==> src/hw/rtl/cv3_pkg.sv <==
// Shared types, constants and helpers for the 3x3 grayscale convolution block.
package cv3_pkg;

  localparam int MAX_WIDTH      = 2048;
  localparam int MAX_HEIGHT     = 4096;
  localparam int COEF_FRAC_BITS = 8;

  localparam int PIX_W     = 8;
  localparam int COEF_W    = 16;
  localparam int CFG_W     = 48;
  localparam int IW_W      = 12;
  localparam int IH_W      = 13;
  localparam int ROW_W     = 13;
  localparam int PROD_W    = 25;
  localparam int SUM_W     = 29;
  localparam int CFG_IDX_W = 3;
  localparam int TAPS      = 9;

  typedef logic [CFG_IDX_W-1:0] cfg_idx_t;

  localparam cfg_idx_t REG_COEF_TOP    = 3'd0;
  localparam cfg_idx_t REG_COEF_MID    = 3'd1;
  localparam cfg_idx_t REG_COEF_BOTTOM = 3'd2;
  localparam cfg_idx_t REG_WIDTH       = 3'd3;
  localparam cfg_idx_t REG_HEIGHT      = 3'd4;

  localparam logic [CFG_W-1:0] COEF_TOP_RST    = 48'h0;
  localparam logic [CFG_W-1:0] COEF_MID_RST    = 48'h0000_0100_0000;
  localparam logic [CFG_W-1:0] COEF_BOTTOM_RST = 48'h0;
  localparam logic [IW_W-1:0]  WIDTH_RST       = 12'd640;
  localparam logic [IH_W-1:0]  HEIGHT_RST      = 13'd480;

  typedef struct packed {
    logic border;
    logic last;
  } res_ctl_t;

  typedef struct packed {
    logic     load;
    logic     zero_pix;
    logic     emit;
    res_ctl_t res;
  } pos_t;

  // tap r*3+c, r = 0 top row, c = 0 left column
  typedef logic [TAPS-1:0][PIX_W-1:0] taps_t;

  function automatic logic signed [COEF_W-1:0] coef_at(input logic [CFG_W-1:0] row,
                                                       input int k);
    coef_at = $signed(row[COEF_W*k +: COEF_W]);
  endfunction

endpackage

==> src/hw/rtl/cv3_seq.sv <==
// Raster position counters, drain tracking and per-request flags.
module cv3_seq #(
  parameter int MAX_WIDTH = cv3_pkg::MAX_WIDTH
) (
  input  logic                             clk,
  input  logic                             rst,
  input  logic                             fire,
  input  logic                             flush,
  input  logic [$clog2(MAX_WIDTH+1)-1:0]   w,
  input  logic [cv3_pkg::IH_W-1:0]         h,
  output cv3_pkg::pos_t                    ctl,
  output logic [$clog2(MAX_WIDTH)-1:0]     ic,
  output logic [$clog2(MAX_WIDTH)-1:0]     oc
);

  localparam int COL_W = $clog2(MAX_WIDTH);
  localparam int CNT_W = $clog2(MAX_WIDTH + 1);
  localparam int ROW_W = cv3_pkg::ROW_W;

  logic [COL_W-1:0] in_column, in_column_next;
  logic [COL_W-1:0] out_column, out_column_next;
  logic [ROW_W-1:0] in_row, in_row_next;
  logic [ROW_W-1:0] out_row, out_row_next;
  logic             draining, draining_next;

  logic [CNT_W-1:0] in_col_inc, out_col_inc;
  logic [ROW_W-1:0] h_last;
  logic             emit, row_end, col_end;

  always_comb begin
    h_last      = h - ROW_W'(1);
    emit        = (in_row >= ROW_W'(2)) || ((in_row == ROW_W'(1)) && (in_column != '0));
    row_end     = out_row >= h_last;
    col_end     = CNT_W'(out_column) >= (w - CNT_W'(1));

    ctl.load       = fire && (draining || !flush);
    ctl.zero_pix   = draining;
    ctl.emit       = emit;
    ctl.res.border = (out_row == '0) || row_end || (out_column == '0) || col_end;
    ctl.res.last   = row_end && col_end;

    in_col_inc = CNT_W'(in_column) + CNT_W'(1);
    if (in_col_inc >= w) begin
      in_column_next = '0;
      in_row_next    = (in_row != '1) ? in_row + ROW_W'(1) : in_row;
    end else begin
      in_column_next = COL_W'(in_col_inc);
      in_row_next    = in_row;
    end
    draining_next   = draining || (in_row_next >= h);
    out_column_next = out_column;
    out_row_next    = out_row;
    out_col_inc     = CNT_W'(out_column) + CNT_W'(1);

    if (emit) begin
      if (ctl.res.last) begin
        in_column_next  = '0;
        in_row_next     = '0;
        out_column_next = '0;
        out_row_next    = '0;
        draining_next   = 1'b0;
      end else if (out_col_inc >= w) begin
        out_column_next = '0;
        out_row_next    = out_row + ROW_W'(1);
      end else begin
        out_column_next = COL_W'(out_col_inc);
      end
    end
  end

  assign ic = in_column;
  assign oc = out_column;

  always_ff @(posedge clk) begin
    if (rst) begin
      in_column  <= '0;
      in_row     <= '0;
      out_column <= '0;
      out_row    <= '0;
      draining   <= 1'b0;
    end else if (ctl.load) begin
      in_column  <= in_column_next;
      in_row     <= in_row_next;
      out_column <= out_column_next;
      out_row    <= out_row_next;
      draining   <= draining_next;
    end
  end

endmodule

==> config.mk <==
export PLATFORM = sky130hd
export DESIGN_NAME = cv3_seq
export DESIGN_NICKNAME = d
export VERILOG_FILES = /design/src/hw/rtl/cv3_pkg.sv /design/src/hw/rtl/cv3_seq.sv
export SDC_FILE = /design/constraint.sdc
export NUM_CORES = 1
export LEC_CHECK = 0
export BUFFER_PORTS_ARGS = -buffer_cell sky130_fd_sc_hd__buf_4
export CORE_MARGIN = 1.5
export CORE_UTILIZATION = 25
export CTS_BUF_LIST = sky130_fd_sc_hd__clkbuf_16
export CTS_CLUSTER_SIZE = 30
export DETAILED_ROUTE_END_ITERATION = 12
export PLACE_DENSITY_LB_ADDON = 0.15
export SYNTH_ARGS = -nofsm -noshare
export SYNTH_HDL_FRONTEND = slang
export SYNTH_SLANG_ARGS = --single-unit
==> constraint.sdc <==
create_clock -name clk -period 6.7 [get_ports clk]
set_input_delay 1.34 -clock clk [delete_from_list [all_inputs] [get_ports clk]]
set_output_delay 1.34 -clock clk [all_outputs]
set_load 0.005 [all_outputs]
After elaboration in Yosys (flattened, before gate mapping)
Index checks and enable logic that the tools add are counted.

Add/subtract/negate cells: 6. Order comparisons: 6. Equality and inequality tests: 2. Multiplexer cells: 13. Reduce and logical (&&, ||, !) cells: 16.

Operators by type and width (number): 2-to-1 mux 13 bit (6); 2-to-1 mux 11 bit (5); adder 13 x 1 -> 13 bit, second input constant (2); greater-or-equal comparator 13 bit (2); adder 11 x 1 -> 12 bit, second input constant (2); greater-or-equal comparator 12 bit (2); equality test 13 x 1 -> 1 bit, second input constant (1); greater-or-equal comparator 13 x 2 -> 1 bit, second input constant (1); zero test 13 bit (1); inequality test 13 bit, second input constant (1); subtractor 13 x 1 -> 13 bit, second input constant (1); greater-or-equal comparator 11 x 12 -> 1 bit (1); subtractor 12 x 1 -> 12 bit, second input constant (1); zero test 11 bit (1); nonzero test 11 bit (1); logical OR 1 bit (6); logical AND 1 bit (3); AND reduction 3 bit (1); 2-to-1 mux 1 bit (2); AND reduction 2 bit (1); nonzero test 2 bit (1); zero test 1 bit (1).

Register bits: 49. Input port bits: 29.

Logic depth before layout (Yosys ltp)
Depth after elaboration: 7. Gate-level depth with buffers: 21. Mapped depth without buffers: 21.

Least setup slack after synthesis
No wires, ideal clock.

Kind: input to output. From: input w[5]. To: output ctl[0] (netlist name). Data arrival time: 3569 ps. Required time: 5360 ps. Slack: 1791 ps. Stages: 10. Path buffers: 0. Cells stage by stage: or4_4 -> nor3_1 -> xnor2_1 -> ha_1 -> and3_1 -> a211oi_1 -> o21ai_0 -> o311a_4 -> nand2_1 -> inv_1.

RTL lines: from (decl) (line cv3_seq.sv:9) `input logic [$clog2(MAX_WIDTH+1)-1:0] w,`; to (decl) (line cv3_seq.sv:11) `output cv3_pkg::pos_t ctl,`.

==> reports/results.tsv <==
metric	value	unit
minimum clock period	5.634	ns
P per Cell Area	116.6	nW/µm²
Reg-to-Reg Start	ic[0]	
worst path bufs/invs	3	
Setup-failing EPs final	0	
Critical Path Source	h[4]	
Clock Root Buffer	clkbuf_16	
worst path cell trace	buf_4 -> nor4_1 -> nand2_1 -> nor3_1 -> xnor2_1 -> ha_1 -> nand2_1 -> nor2_1 -> o211ai_1 -> o21ai_1 -> nand2_1 -> inv_1 -> buf_4	
Top FF cell, synth	dfxtp_1	
Pre-antenna DRT Iters	8	
TritonCTS sink count	49	
Clock Skew	0.002631	ns
RePlAce Congestion	0.8290	
CP Capture Type	primary output	
Ant. Diodes	0	
period utilisation layout	84.09	%
Die Span X	139.4	µm
Die H	139.4	µm
run status	finished, violations left	
Hold Fails Final Rpt	0	
vias per cell	5.036	
vias	4346	
Routed WL per cell	15.33	µm
clk_lat worst skew	0.29	ns
kind of critical path	in -> out	
Final HPWL DP	10670	µm
synth top area cells	dfxtp_1 21%, ha_1 19%, xnor2_1 6.8%	
CP endpoint	ctl[0]	
Crit Path Max Fanout	8	
maximum clock rate	0.1775	GHz
area leader, netlist	dfxtp_1	
area grow syn2layout	16.38	%
synthesized netlist net count	689	
ratio of cells with drive above 1 in the final layout	12.46	%
Num CTS Buffers	5	
Core ar.	18090	µm²
CP startpoint kind	input port	
post-CTS setup buffer count	0	
total of max-cap violations	0	
worst hold path depth	1	
critical path data required time	5.36	ns
H-tree depth	2	
hold_buf cts	0	
Largest stage delay, worst path	0.57	ns
distinct cell type count after synthesis	56	
failing checks	design-rule violations	
antenna violations before repair	0	
most used cell, CP	nand2_1	
gr ovfl total	0	
vias in the first global route	4177	
Reg2Reg Depth	21	
Max Transition Viols Final	0	
# port buffers	55	
sequential area share after synthesis	21.09	%
initial DRC count	303	
Slew HR	26.28	%
Yosys reg bits	49	
Clock transition at path regs	0.07	ns
Post-Syn Instances	588	
Post-Place Worst Slack	1.043	ns
fin nets	734	
worst endpoint data arrival time	4.29	ns
Initial Util	25.71	%
hold crit path type	reg -> reg	
r2r endpoint	draining	
full die area	19430	µm²
synth cell count leaders	72 x ha_1, 54 x nor2_1, 49 x dfxtp_1	
CTS tree	done	
R2R Setup Slk	1.58	ns
critical path's slowest cell	o21ai_1	
worst setup margin	1.066	ns
leakage power	2.406	nW
first-pass GRT wire length	21790	µm
Routed Antenna Nets	0	
CTS resizes	0	
GRT Total Usage	13.84	%
Post-synth EDFFs	0	
# IOs	56	
Worst-Margin Slew	1.102	ns
Avg Cell Area, Syn	7.909	µm²
Synth Warn #	0	
CP delay by family, top	simple AND/OR/NAND/NOR gates	
Rows	49	
Async S/R FF share, synth	0	%
Synth top area share	21.09	%
CP Depth	13	
largest net degree at the start of global routing	20	
Max VDD drop	0.00007701	V
Post-Route WL	13230	µm
Longest Clk Path Bufs	2	
RSZ-0062 raised after global routing	false	
count leader, synth	ha_1	
number of remaining DRC errors	4	
Fin Setup TNS	0	ns
Core Util, Final	29.93	%
Post-Syn Area	4651	µm²
worst min path at each step:
stage / start / end
6_report: draining / draining
4_1_cts: draining / draining
5_1_grt: draining / draining
2_1_floorplan: out_row[12] / out_row[12]
3_5_place_dp: draining / draining
3_3_place_gp: draining / draining
where the power goes:
group / total (W) / internal, W / switching [W]
combinational: 0.0000855 / 0.0000366 / 0.0000489
sequential: 0.000293 / 0.000292 / 0.00000135
clock: 0.000252 / 0.000136 / 0.000116
total: 0.000631 / 0.000464 / 0.000167
routing by layer:
| layer | wire (µm) | up-vias | global-route usage (%) |
|---|---|---|---|
| met1 | 6489 | 2051 | 18.94 |
| met4 | 183 | 0 | 3.527 |
| met3 | 453 | 14 | 2.134 |
| met5 | 0 | - | 0 |
| met2 | 6106 | 74 | 22.65 |
| li1 | - | 2207 | - |
worst register-to-register path, cell delays in order (launching register included):
cell and delay, ns:
dfxtp_1 0.47, nand3_1 0.18, nor3_1 0.44, and3_1 0.28
nand3_1 0.11, xnor2_1 0.24, ha_1 0.29, a21o_1 0.18
a21o_1 0.17, a21oi_1 0.23, o21ai_1 0.29, nand2_1 0.31
nor2_1 0.10, xor2_1 0.16, ha_1 0.30, a21oi_1 0.13
nor2_1 0.05, a2111oi_0 0.36, a21oi_1 0.12, o211ai_1 0.18
a31oi_1 0.16, o21ba_2 0.24
registers in the layout, indices dropped and copies added, names as in the netlist:
name	cells
draining	1
ic	11
in_row	13
oc	11
out_row	13
cell families (layout without fill, tap and decap cells):
kind of cell / after synthesis / in the layout / synth area share, %
AOI/OAI and AO/OA: 105 / 105 / 15.63
adders and majority gates: 72 / 72 / 19.37
and+or+nand+nor: 233 / 233 / 25.93
xor gates and xnor gates: 65 / 65 / 12.24
DFF: 49 / 49 / 21.09
muxes: 1 / 1 / 0.2152
buffers and inverters: 63 / 109 / 5.515
cells in the final DEF, fill, tap and decap left out, types with 4 or more instances in the layout:
cell	instances
nand2_1	48
nand4_1	14
nand2b_1	7
and4_1	5
nand3_1	32
nor2_1	54
a211oi_1	4
o31ai_1	6
nor3_1	14
and3_1	13
inv_1	45
ha_1	72
a21o_1	6
buf_4	57
a21oi_1	32
a32o_1	7
o21ai_0	19
or4_1	6
xnor2_1	36
clkbuf_16	5
xor2_1	29
o22ai_1	5
nor4_1	15
nand4b_1	5
dfxtp_1	49
cell type report:
type                            count  area, µm²
Timing Repair Buffer               57      427.9
Fill cell                        1944      12670
Tap cell                          229      286.5
Multi-Input combinational cell    476       3413
Clock inverter                      3      13.76
Clock buffer                        5      125.1
Sequential cell                    49      980.9
Inverter                           44      165.2
per-stage QoR:
step                      power (W)  hold WS [ns]  instance area [µm²]  instances
after floorplan           0.0003486        0.4690                 4651        588
after global placement    0.0003847        0.4961                 5274        855
after detailed placement  0.0003866        0.4991                 5274        855
after CTS                 0.0006419        0.5158                 5413        863
after global routing      0.0006635        0.5247                 5413        863
final                     0.0006310        0.5062                 5413        863
(Power assumes the default switching activity.)
