`config.mk`:
```
export PLATFORM = sky130hd
export DESIGN_NAME = cv3_filter
export DESIGN_NICKNAME = d
export VERILOG_FILES = /design/src/hw/rtl/cv3_pkg.sv /design/src/hw/rtl/cv3_filter.sv
export SDC_FILE = /design/constraint.sdc
export NUM_CORES = 2
export LEC_CHECK = 0
export ABC_CLOCK_PERIOD_IN_PS = 8900
export BUFFER_PORTS_ARGS = -buffer_cell sky130_fd_sc_hd__buf_2
export CAP_MARGIN = 20
export CORE_MARGIN = 3
export CORE_UTILIZATION = 65
export CTS_BUF_LIST = sky130_fd_sc_hd__clkbuf_16
export DETAILED_ROUTE_END_ITERATION = 7
export GPL_TIMING_DRIVEN = 0
export PLACE_DENSITY_LB_ADDON = 0.3
export SLEW_MARGIN = 20
export SYNTH_ARGS = -nofsm -noshare
export SYNTH_HDL_FRONTEND = slang
export SYNTH_SLANG_ARGS = --single-unit
```
`constraint.sdc`:
```
create_clock -name clk -period 8.9 [get_ports clk]
set_input_delay 1.335 -clock clk [delete_from_list [all_inputs] [get_ports clk]]
set_output_delay 1.335 -clock clk [all_outputs]
set_load 0.01 [all_outputs]
```
`src/hw/rtl/cv3_pkg.sv`:
```
// Shared types, constants and helpers for the 3x3 grayscale convolution block.
package cv3_pkg;

  localparam int MAX_WIDTH      = 2048;
  localparam int MAX_HEIGHT     = 4096;
  localparam int COEF_FRAC_BITS = 8;

  localparam int PIX_W     = 8;
  localparam int COEF_W    = 16;
  localparam int CFG_W     = 48;
  localparam int IW_W      = 12;
  localparam int IH_W      = 13;
  localparam int ROW_W     = 13;
  localparam int PROD_W    = 25;
  localparam int SUM_W     = 29;
  localparam int CFG_IDX_W = 3;
  localparam int TAPS      = 9;

  typedef logic [CFG_IDX_W-1:0] cfg_idx_t;

  localparam cfg_idx_t REG_COEF_TOP    = 3'd0;
  localparam cfg_idx_t REG_COEF_MID    = 3'd1;
  localparam cfg_idx_t REG_COEF_BOTTOM = 3'd2;
  localparam cfg_idx_t REG_WIDTH       = 3'd3;
  localparam cfg_idx_t REG_HEIGHT      = 3'd4;

  localparam logic [CFG_W-1:0] COEF_TOP_RST    = 48'h0;
  localparam logic [CFG_W-1:0] COEF_MID_RST    = 48'h0000_0100_0000;
  localparam logic [CFG_W-1:0] COEF_BOTTOM_RST = 48'h0;
  localparam logic [IW_W-1:0]  WIDTH_RST       = 12'd640;
  localparam logic [IH_W-1:0]  HEIGHT_RST      = 13'd480;

  typedef struct packed {
    logic border;
    logic last;
  } res_ctl_t;

  typedef struct packed {
    logic     load;
    logic     zero_pix;
    logic     emit;
    res_ctl_t res;
  } pos_t;

  // tap r*3+c, r = 0 top row, c = 0 left column
  typedef logic [TAPS-1:0][PIX_W-1:0] taps_t;

  function automatic logic signed [COEF_W-1:0] coef_at(input logic [CFG_W-1:0] row,
                                                       input int k);
    coef_at = $signed(row[COEF_W*k +: COEF_W]);
  endfunction

endpackage

```
`src/hw/rtl/cv3_filter.sv`:
```
// Kernel products, sum, shift and clamp, border select and result register.
module cv3_filter (
  input  logic                        clk,
  input  logic                        rst,
  input  logic                        req_valid,
  output logic                        req_ready,
  input  cv3_pkg::taps_t              taps,
  input  logic [cv3_pkg::PIX_W-1:0]   center,
  input  cv3_pkg::res_ctl_t           res,
  input  logic [cv3_pkg::CFG_W-1:0]   coef_row_top,
  input  logic [cv3_pkg::CFG_W-1:0]   coef_row_mid,
  input  logic [cv3_pkg::CFG_W-1:0]   coef_row_bottom,
  output logic                        res_valid,
  input  logic                        res_stall,
  output logic [cv3_pkg::PIX_W-1:0]   pixel_out,
  output logic                        last
);

  localparam int PROD_W = cv3_pkg::PROD_W;
  localparam int SUM_W  = cv3_pkg::SUM_W;
  localparam int PIX_W  = cv3_pkg::PIX_W;

  logic signed [PROD_W-1:0] prod [cv3_pkg::TAPS];
  logic signed [PROD_W-1:0] prod_next [cv3_pkg::TAPS];
  logic [PIX_W-1:0]         b_center;
  cv3_pkg::res_ctl_t        b_res;
  logic                     b_valid;

  logic signed [SUM_W-1:0]  row_sum [3];
  logic signed [SUM_W-1:0]  sum, shifted;
  logic [PIX_W-1:0]         filt;
  logic                     o_ready;
  logic [cv3_pkg::CFG_W-1:0] rows [3];

  assign rows[0] = coef_row_top;
  assign rows[1] = coef_row_mid;
  assign rows[2] = coef_row_bottom;

  always_comb begin
    for (int r = 0; r < 3; r++) begin
      for (int c = 0; c < 3; c++) begin
        prod_next[r*3+c] = PROD_W'($signed({1'b0, taps[r*3+c]})) *
                           PROD_W'(cv3_pkg::coef_at(rows[r], c));
      end
    end
  end

  always_comb begin
    for (int r = 0; r < 3; r++) begin
      row_sum[r] = SUM_W'(prod[r*3]) + SUM_W'(prod[r*3+1]) + SUM_W'(prod[r*3+2]);
    end
    sum     = row_sum[0] + row_sum[1] + row_sum[2];
    shifted = sum >>> cv3_pkg::COEF_FRAC_BITS;
    if (sum[SUM_W-1]) begin
      filt = '0;
    end else if (shifted > SUM_W'(255)) begin
      filt = '1;
    end else begin
      filt = shifted[PIX_W-1:0];
    end
  end

  assign o_ready   = !res_valid || !res_stall;
  assign req_ready = !b_valid || o_ready;

  always_ff @(posedge clk) begin
    if (rst) begin
      b_valid   <= 1'b0;
      res_valid <= 1'b0;
    end else begin
      if (req_ready) begin
        b_valid <= req_valid;
      end
      if (o_ready) begin
        res_valid <= b_valid;
      end
    end
  end

  always_ff @(posedge clk) begin
    if (req_ready && req_valid) begin
      prod     <= prod_next;
      b_center <= center;
      b_res    <= res;
    end
    if (o_ready && b_valid) begin
      pixel_out <= b_res.border ? b_center : filt;
      last      <= b_res.last;
    end
  end

endmodule

```
Word-level counts from Yosys, hierarchy flattened
Index checks and enable logic that the tools add are counted.

Register bits: 246. Latch bits: 0. Memory bits (writable): 0. Memory bits (read-only): 0. Output and inout bits: 11. Logic and storage cells: 44. Memories kept: 0.

Add/sub/neg operators: 8. Multiply operators: 9. Divide/modulo/power cells: 0. Order comparisons: 1. Equality and inequality tests: 0. Shift-type cells: 0. Muxes and demuxes: 3. Bitwise operators: 0. Reduce and logical (&&, ||, !) cells: 7.

Operators with widths (number): multiplier 9 x 16 -> 25 bit (9); adder 26 x 25 -> 27 bit (3); adder 25 x 25 -> 26 bit (3); adder 28 x 27 -> 29 bit (1); adder 27 x 27 -> 28 bit (1); two-way mux 8 bit (3); greater-than comparator 21 x 9 -> 1 bit, second input constant (1); zero test 1 bit (3); logical AND 1 bit (2); logical OR 1 bit (2).

Longest topological paths before layout
Depth in word-level cells: 8. Mapped depth: 21. Depth with buffers taken out: 20.

Worst setup path before layout
No wires, ideal clock.

Path kind: input-to-reg. Start: input port res_stall. End: register b_center[0], enable pin. Arrival time: 6.877 ns. Data required time: 8.274 ns. Setup slack: 1.397 ns. Cell stages on the path: 2. Path through: nand3_1 -> and2_1.

Longest elaborated chain between the ends: 4.

Ends and longest elaborated chain: start, declared (line cv3_filter.sv:14) `input logic res_stall,`; zero test 1 bit (line cv3_filter.sv:63) `assign o_ready = !res_valid || !res_stall;`; logical OR 1 bit (line cv3_filter.sv:63); logical OR 1 bit (line cv3_filter.sv:64) `assign req_ready = !b_valid || o_ready;`; logical AND 1 bit (line cv3_filter.sv:81) `if (req_ready && req_valid) begin`; end signal, assigned (line cv3_filter.sv:83) `b_center <= center;`; end, declared (line cv3_filter.sv:25) `logic [PIX_W-1:0] b_center;`.

No other way between the ends. A chain may end at the register's enable or synchronous reset.

==> results_dict.tcl <==
set metrics [dict create \
    status "finished, final reports clean" \
    critPathCaptureType "register" \
    syn_nets 7339 \
    clk_latency_ps 600 \
    synth-main-ff-cell "edfxtp_1" \
    start_util_pct 66.23 \
    vias 37820 \
    grt_pass1_vias 40840 \
    worstSetupStartpointType "input pin" \
    grt_max_degree 62 \
    rsz0062_at_grt "false" \
    yosys.area_share.simple_pct 14.93 \
    place_hpwl_mm 106.5 \
    cts_tree "yes" \
    drive_gt1_share_pct 5.729 \
    synth_top_cell_by_area "fa_1" \
    worstPathArrival_ps 6690 \
    yosys.area_share.adder_pct 51.76 \
    tightest_slew_ps 927.8 \
    slowest_delay_ps 560 \
    grt_pass1_wl_mm 207.9 \
    path_delay_family "adder cells" \
    cts_root_buf "clkbuf_16" \
    finalSetupViolations 0 \
    fill_cells 6020 \
    crit_path_frequent_cell "fa_1" \
    grtUsageTotal_pct 30.21 \
    antenna_found_initial 4 \
    finalCritPeriodShare_pct 72.39 \
    synth_top_family_by_area "adder cells" \
    avgSynthCellArea_um2 9.726 \
    path_buf_inv 5 \
    place_ws_ps 1961 \
    finClkSkew_ps 48.44 \
    synth_top_cell_area_share_pct 40.70 \
    synth_area_um2 53860 \
    cap_violations 0 \
    hold_buffers 0 \
    post_cts_buffers 0 \
    core_region_area_um2 81330 \
    synth_compound_area_share_pct 5.413 \
    die-area_um2 86350 \
    hp-class "register to register" \
    ys_types 76 \
    crit_chain "buf_2 -> clkbuf_1 -> nand2_1 -> fa_1 -> inv_1 -> fa_1 -> inv_1 -> fa_1 -> inv_1 -> fa_1 -> ha_1 -> o211ai_1 -> a21boi_0 -> o211ai_1 -> a21boi_1 -> o31ai_2 -> a21o_1 -> a21oi_1 -> mux2i_1 -> nand4_1" \
    htreeDepth 1 \
    overflow 0 \
    synthCells 5538 \
    cp_max_fo 10 \
    slew_headroom_pct 38.02 \
    clock.fmax_ghz 0.1552 \
    yosys_warnings 0 \
    clockBufferDepth 3 \
    cts_resized 0 \
    layout_min_cycle_time_ps 6443 \
    vias_per_cell 5.487 \
    clk_pin_slew_ps 60 \
    hold_viol_final 0 \
    cp_slowest_cell "fa_1" \
    drt-initial-drc-count 2136 \
    rows 104 \
    nets 7613 \
    wl_per_cell_um 17.97 \
    io_buffers 240 \
    cts_made_buffers 28 \
    syn2layout_area_growth_pct 6.699 \
    die_w_um 293.9 \
    io_pins 241 \
    remaining_drc_errors 0 \
    synth-seq-area-share_pct 13.68 \
    synth-seq-cells 246 \
    synthXorXnorAreaFrac_pct 3.447 \
    async_flop_share_pct 0 \
    gp_congestion 0.9230 \
    crit_type "input pin to register" \
    routed_wl_mm 123.8 \
    synth_edf_count 244 \
    cts_num_sinks 246 \
    synth_area_leaders "fa_1 41%, edfxtp_1 14%, ha_1 11%" \
    required_ps 9150 \
    ant_nets 0 \
    die_h_um 293.9 \
    first_pass_iters 7 \
    synthMuxAreaShare_pct 0.03717 \
    setup_ws_ps 2457 \
    finalMaxSlewViolations 0 \
]
worst register-to-register path: stages (launching register included):
cell and delay (ps):
edfxtp_1 420, fa_1 680, fa_1 500, fa_1 560
inv_1 60, fa_1 490, inv_1 50, ha_1 300
o21ai_1 220, a21oi_1 150, a221oi_1 370, a31o_1 270
nor3b_2 250, o21bai_1 120, xor2_1 160, nor2_2 370
a32oi_1 190
cell usage in the layout (no fill, tap or decap), types with 6 or more instances in the layout:
master	n
nand4_1	8
a211o_1	7
a32oi_1	8
and2_1	724
nand3_1	36
or3_1	12
nand2b_1	29
nand2_1	499
a21oi_1	140
a211oi_1	8
clkbuf_1	73
nor2b_1	23
o21bai_1	10
clkbuf_16	28
o21ai_0	64
edfxtp_1	244
inv_1	1458
ha_1	476
xor2_1	45
fa_1	1095
a31o_2	6
nor2_1	111
o211ai_1	18
o21ai_1	11
buf_2	243
xnor2_1	167
o31a_1	6
a21boi_0	6
a31oi_1	10
a21o_1	38
o21a_1	36
nor3_1	41
and3_1	22
o31ai_1	9
synthesized netlist by cell type (all sizes together) (36+ instances only):
cell type and instances:
inv 1456, fa 1095, and2 725, nand2 499
ha 476, edfxtp 244, xnor2 167, a21oi 144
nor2 112, o21ai 75, clkbuf 73, xor2 45
nor3 41, a21o 38, nand3 37, o21a 36
metrics by stage:
| stage | setup TNS (ps) | hold slack, ps | cells | utilization (%) | area (um2) |
|---|---|---|---|---|---|
| after global routing | 0 | 436.6 | 6890 | 70.66 | 57470 |
| after CTS | 0 | 423.6 | 6890 | 70.66 | 57470 |
| after floorplan | 0 | 400.3 | 5538 | - | 53860 |
| final | 0 | 423.9 | 6892 | 70.66 | 57470 |
| after global placement | -120630 | 412.3 | 6838 | 69.34 | 56390 |
| after detailed placement | 0 | 409.9 | 6842 | 69.46 | 56490 |
cell families after synthesis:
group	count (synthesis)
and+or+nand+nor	1537
adders and majority gates	1571
buffers and inverters	1535
DFF	246
muxes	2
AOI/OAI and AO/OA	435
xor gates and xnor gates	212
per-layer routing:
metal	vias to the layer above	GRT usage (%)	share of wire [%]
met5	-	0	0.027
met4	4	11.49	4.6
met3	322	3.072	5.6
met2	1218	53.64	51
met1	19070	38.51	39
li1	17200	-	-
flip-flops by register name, indices dropped and copies added, names as in the netlist:
signal	cells
prod	225
b_center	8
pixel_out	8
b_res	2
b_valid	1
last	1
res_valid	1
layout make-up:
cell class | instances | area (um2) | area share, %
multi-input cells | 3757 | 40710 | 70.84
diodes | 2 | 5.005 | 0.008709
plain buffers | 79 | 319.1 | 0.5552
clock buffers | 28 | 700.7 | 1.219
well taps | 1060 | 1326 | 2.308
repair buffers | 244 | 1304 | 2.269
inverters | 1456 | 5465 | 9.510
flip-flops and latches | 246 | 7367 | 12.82
clock inverters | 20 | 270.3 | 0.4703
worst paths after layout:
| check | startpoint | to | slack, ps | cells after the start |
|---|---|---|---|---|
| worst max-delay path | taps[40] | prod[99]$_DFFE_PP_ | 2460 | 20 |
| worst min-delay path | b_res[0]$_DFFE_PP_ | last$_DFFE_PP_ | 420 | 0 |
| worst max register to register | prod[158]$_DFFE_PP_ | pixel_out[5]$_DFFE_PP_ | 3420 | 16 |
| worst min register to register | b_res[0]$_DFFE_PP_ | last$_DFFE_PP_ | 420 | 0 |
Power is left out: the tool's default activity adds up to more than one toggle a clock period on the data nets, which glitch-free logic cannot reach.
